## config.mk

```make
export PLATFORM = sky130hd
export DESIGN_NAME = cbmt_ram
export DESIGN_NICKNAME = d
export VERILOG_FILES = /design/src/rtl/core/assert_macros.svh /design/src/rtl/core/cbmt_ram.sv
export SDC_FILE = /design/constraint.sdc
export NUM_CORES = 2
export LEC_CHECK = 0
export ABC_CLOCK_PERIOD_IN_PS = 2800
export BUFFER_PORTS_ARGS = -buffer_cell sky130_fd_sc_hd__clkbuf_2
export CAP_MARGIN = 20
export CORE_AREA = 5 5 390 469
export CTS_BUF_LIST = sky130_fd_sc_hd__clkbuf_8
export DETAILED_ROUTE_END_ITERATION = 10
export DIE_AREA = 0 0 395 474
export PLACE_DENSITY = 0.56
export SLEW_MARGIN = 10
export SYNTH_ARGS = -nofsm -noshare
export SYNTH_HDL_FRONTEND = slang
export SYNTH_SLANG_ARGS = --single-unit
```

## constraint.sdc

```tcl
create_clock -name clock -period 2.8 [get_ports clock]
set_input_delay 0.14 -clock clock [delete_from_list [all_inputs] [get_ports clock]]
set_output_delay 0.14 -clock clock [all_outputs]
set_load 0.05 [all_outputs]
```

## src/rtl/core/assert_macros.svh

```systemverilog
// Assertion helpers for the core RTL.
`ifndef ASSERT_MACROS_SVH
`define ASSERT_MACROS_SVH

// Property checked on every rising clock edge outside reset.
`define CBMT_ASSERT(lbl, prop) \
   lbl: assert property (@(posedge clock) disable iff (reset) prop) \
      else $error("cbmt assertion failed");

// Condition that must never hold outside reset.
`define CBMT_NEVER(lbl, expr) \
   lbl: assert property (@(posedge clock) disable iff (reset) !(expr)) \
      else $error("cbmt forbidden condition");

`endif

```

## src/rtl/core/cbmt_ram.sv

```systemverilog
`timescale 1ns / 1ps
module cbmt_ram #(
   parameter int WIDTH = 8,
   parameter int DEPTH = 256
) (
   input  logic                     clock,
   input  logic                     we,
   input  logic [$clog2(DEPTH)-1:0] waddr,
   input  logic [WIDTH-1:0]         wdata,
   input  logic [$clog2(DEPTH)-1:0] raddr,
   output logic [WIDTH-1:0]         rdata
);
   logic [WIDTH-1:0] mem [DEPTH];

   always_ff @(posedge clock) begin
      if (we) begin
         mem[waddr] <= wdata;
      end
      rdata <= mem[raddr];
   end
endmodule
```

==> results.cfg <==
[outcome]
status = finished clean

[cells_and_area]
layout_commonest_cell = edfxtp_1
n_fill_cell = 14087
area_growth_syn_to_layout_pct = 16.8
final_core_util_pct = 52.3
mostFrequentLayoutCells = edfxtp_1, buf_4, mux4_2
final_nets = 4541
drive_above_1_share_pct = 32.0

[detailed_routing]
first_pass_iters = 5
routed_wl_um = 214000
vias = 41221
vias_per_cell = 5.82
ant_nets = 0
routedWlPerCell_um = 30.3
drc = 0
drt_iter0_markers = 3906

[placement]
io_buffers = 33
place_hpwl_um = 140000
post-place-ws_ns = -0.288
gp_congestion = 0.870

[cts]
clock-sinks = 2056
cts_tree = yes
cts_made_buffers = 340
clock_latency_ns = 1.04
root_buffer = clkbuf_8
cts_buffer_depth = 4
clk_pin_slew_worst_paths_ns = 0.07
htreeDepth = 5

[pwr]
power.leakage_nw = 30.3
p_total_mw = 61.0
p_per_area_nw_per_um2 = 657
ir_worst_vdd_mv = 0.327

[floorplan]
die_w_um = 395
ioPinCount = 34
initial_core_util_pct = 44.7
core-area_sq_um = 178000
die_area_sq_um = 187000
die_h_um = 474
rows = 170

[critical_path]
cp.buffers_inverters = 1
critPathLaunchType = flop
crit_top_cell = mux4_2
endpoint_kind = flop
slowest_stage = mux4_2
arrival_ns = 3.53
cp_max_fo = 1
slowest_delay_ns = 0.59
critical_path_required_ns = 3.73
crit_chain = mux4_2 -> mux4_2 -> nor2_1 -> a2111oi_2 -> nor3_1 -> buf_4 -> nor4_1
crit_type = flop to flop
critPathTopFamily = multiplexers

[sta]
maxSlewViolCount = 0
maxSlewHeadroom_pct = 34.3
fmax_mhz = 385
fin_worst_skew_ns = 0.0658
setup_ws_ns = 0.206
rsz0062_at_grt = no
period_share_pct = 92.7
worst_pin_slew_ns = 0.982
period_minus_slack_ns = 2.59
hold_viol_final = 0
finalSetupViolations = 0
hold_ws_ns = 0.158

[logic_synthesis]
synth_cell_types = 55
synth_top_cell_area_share_pct = 77.3
yosysWarnings = 0
synth_largest_area_cell = edfxtp_1
syn_area_sq_um = 79600
synth_edf_count = 2048
synth_seq_cells = 2056
synth_ff_type = edfxtp_1
syn_inst = 3733
async_flop_share_pct = 0
ys_seq_area_share_pct = 77.5
synth_area_leaders = edfxtp_1, mux4_2, mux2i_1
avgSynthCellArea_sq_um = 21.3
syn-num-nets = 3759

[global_route]
antenna_found_initial = 12
grt_pass1_vias = 42269
grtUsageTotal_pct = 22.9
gr-total-overflow = 0
grt_use_met3_pct = 4.53
grt_pass1_wl_um = 308000
met1_usage_pct = 31.2
grt.busiest_layer = met2
grt_max_degree = 95
grtUsageMet2_pct = 37.7

[worst_hold_path]
hp-class = input pin to flop

[flow_run]
drv_cap = 0
-- where the power goes --
group	total [mW]	switching, mW	internal (mW)
combinational	3.66	2.28	1.38
clock	23.4	11.5	11.8
sequential	34.0	0.0653	33.9
total	61.0	13.9	47.2
-- area by class of cell --
cell class              count  area (sq um)  share of cell area [%]
diodes                      7          17.5                  0.0189
clock buffers             345          4750                    5.11
clock inverters           231          1080                    1.16
inverters                   2          7.51                 0.00808
multi-input cells        1442         16500                    17.8
flip-flops and latches   2056         61700                    66.4
well taps                2322          2910                    3.13
repair buffers            673          6000                    6.46
-- layer usage --
| metal | vias to the layer above | part of all wire (%) |
|---|---|---|
| met5 | - | 0.016 |
| met4 | 4 | 3.0 |
| met3 | 331 | 7.1 |
| met2 | 1624 | 49 |
| met1 | 21989 | 41 |
| li1 | 17273 | - |
-- kinds of logic after synthesis --
group,Yosys count,share of synthesized area (%)
AO/OA/AOI/OAI,385,3.42
buffers and inverters,235,1.83
flip-flops,2056,77.5
multiplexers,591,14.6
AND/OR/NAND/NOR,466,2.63
-- through the flow --
| step | instance area, sq um | setup TNS, ns | instances |
|---|---|---|---|
| floorplan | 79600 | 0 | 3733 |
| global placement | 86800 | -2.09 | 6472 |
| detailed placement | 86900 | -1.48 | 6473 |
| CTS | 92900 | 0 | 7071 |
| global route | 92900 | 0 | 7072 |
| finish | 92900 | 0 | 7078 |
-- what timing repair did --
action                     CTS  global route
hold endpoints to repair  2928             0
buffers inserted             0             0
resized for setup            0             0
hold buffers                22             0
-- sequential cells by signal, summed over array words and instances (netlist names) --
register and cells:
rdata 8, mem 2048
-- Yosys cell counts (10+ instances only) --
library cell	number
mux2i_1	134
clkbuf_1	111
mux4_2	454
nand3_1	34
edfxtp_1	2048
a211oi_1	16
o22ai_1	28
buf_1	22
nand2_1	33
o211ai_1	10
nor2b_1	31
a22oi_1	133
a21oi_1	96
buf_2	31
nor3_1	22
o21ai_0	10
o221ai_1	46
buf_4	27
buf_8	13
nor2_1	282
buf_6	21
nor4_1	24
a221oi_1	13
nand4_1	10
-- final timing paths --
kind	from	end	slack (ns)	cells past startpoint
setup reg to reg	mem[139][7]	rdata[7]	0.21	7
hold / removal	wdata[6]	mem[80][6]	0.16	2
setup / recovery	mem[139][7]	rdata[7]	0.21	7
hold reg to reg	mem[58][5]	rdata[5]	1.13	6
No activity file was read; power rests on OpenSTA's default activity.
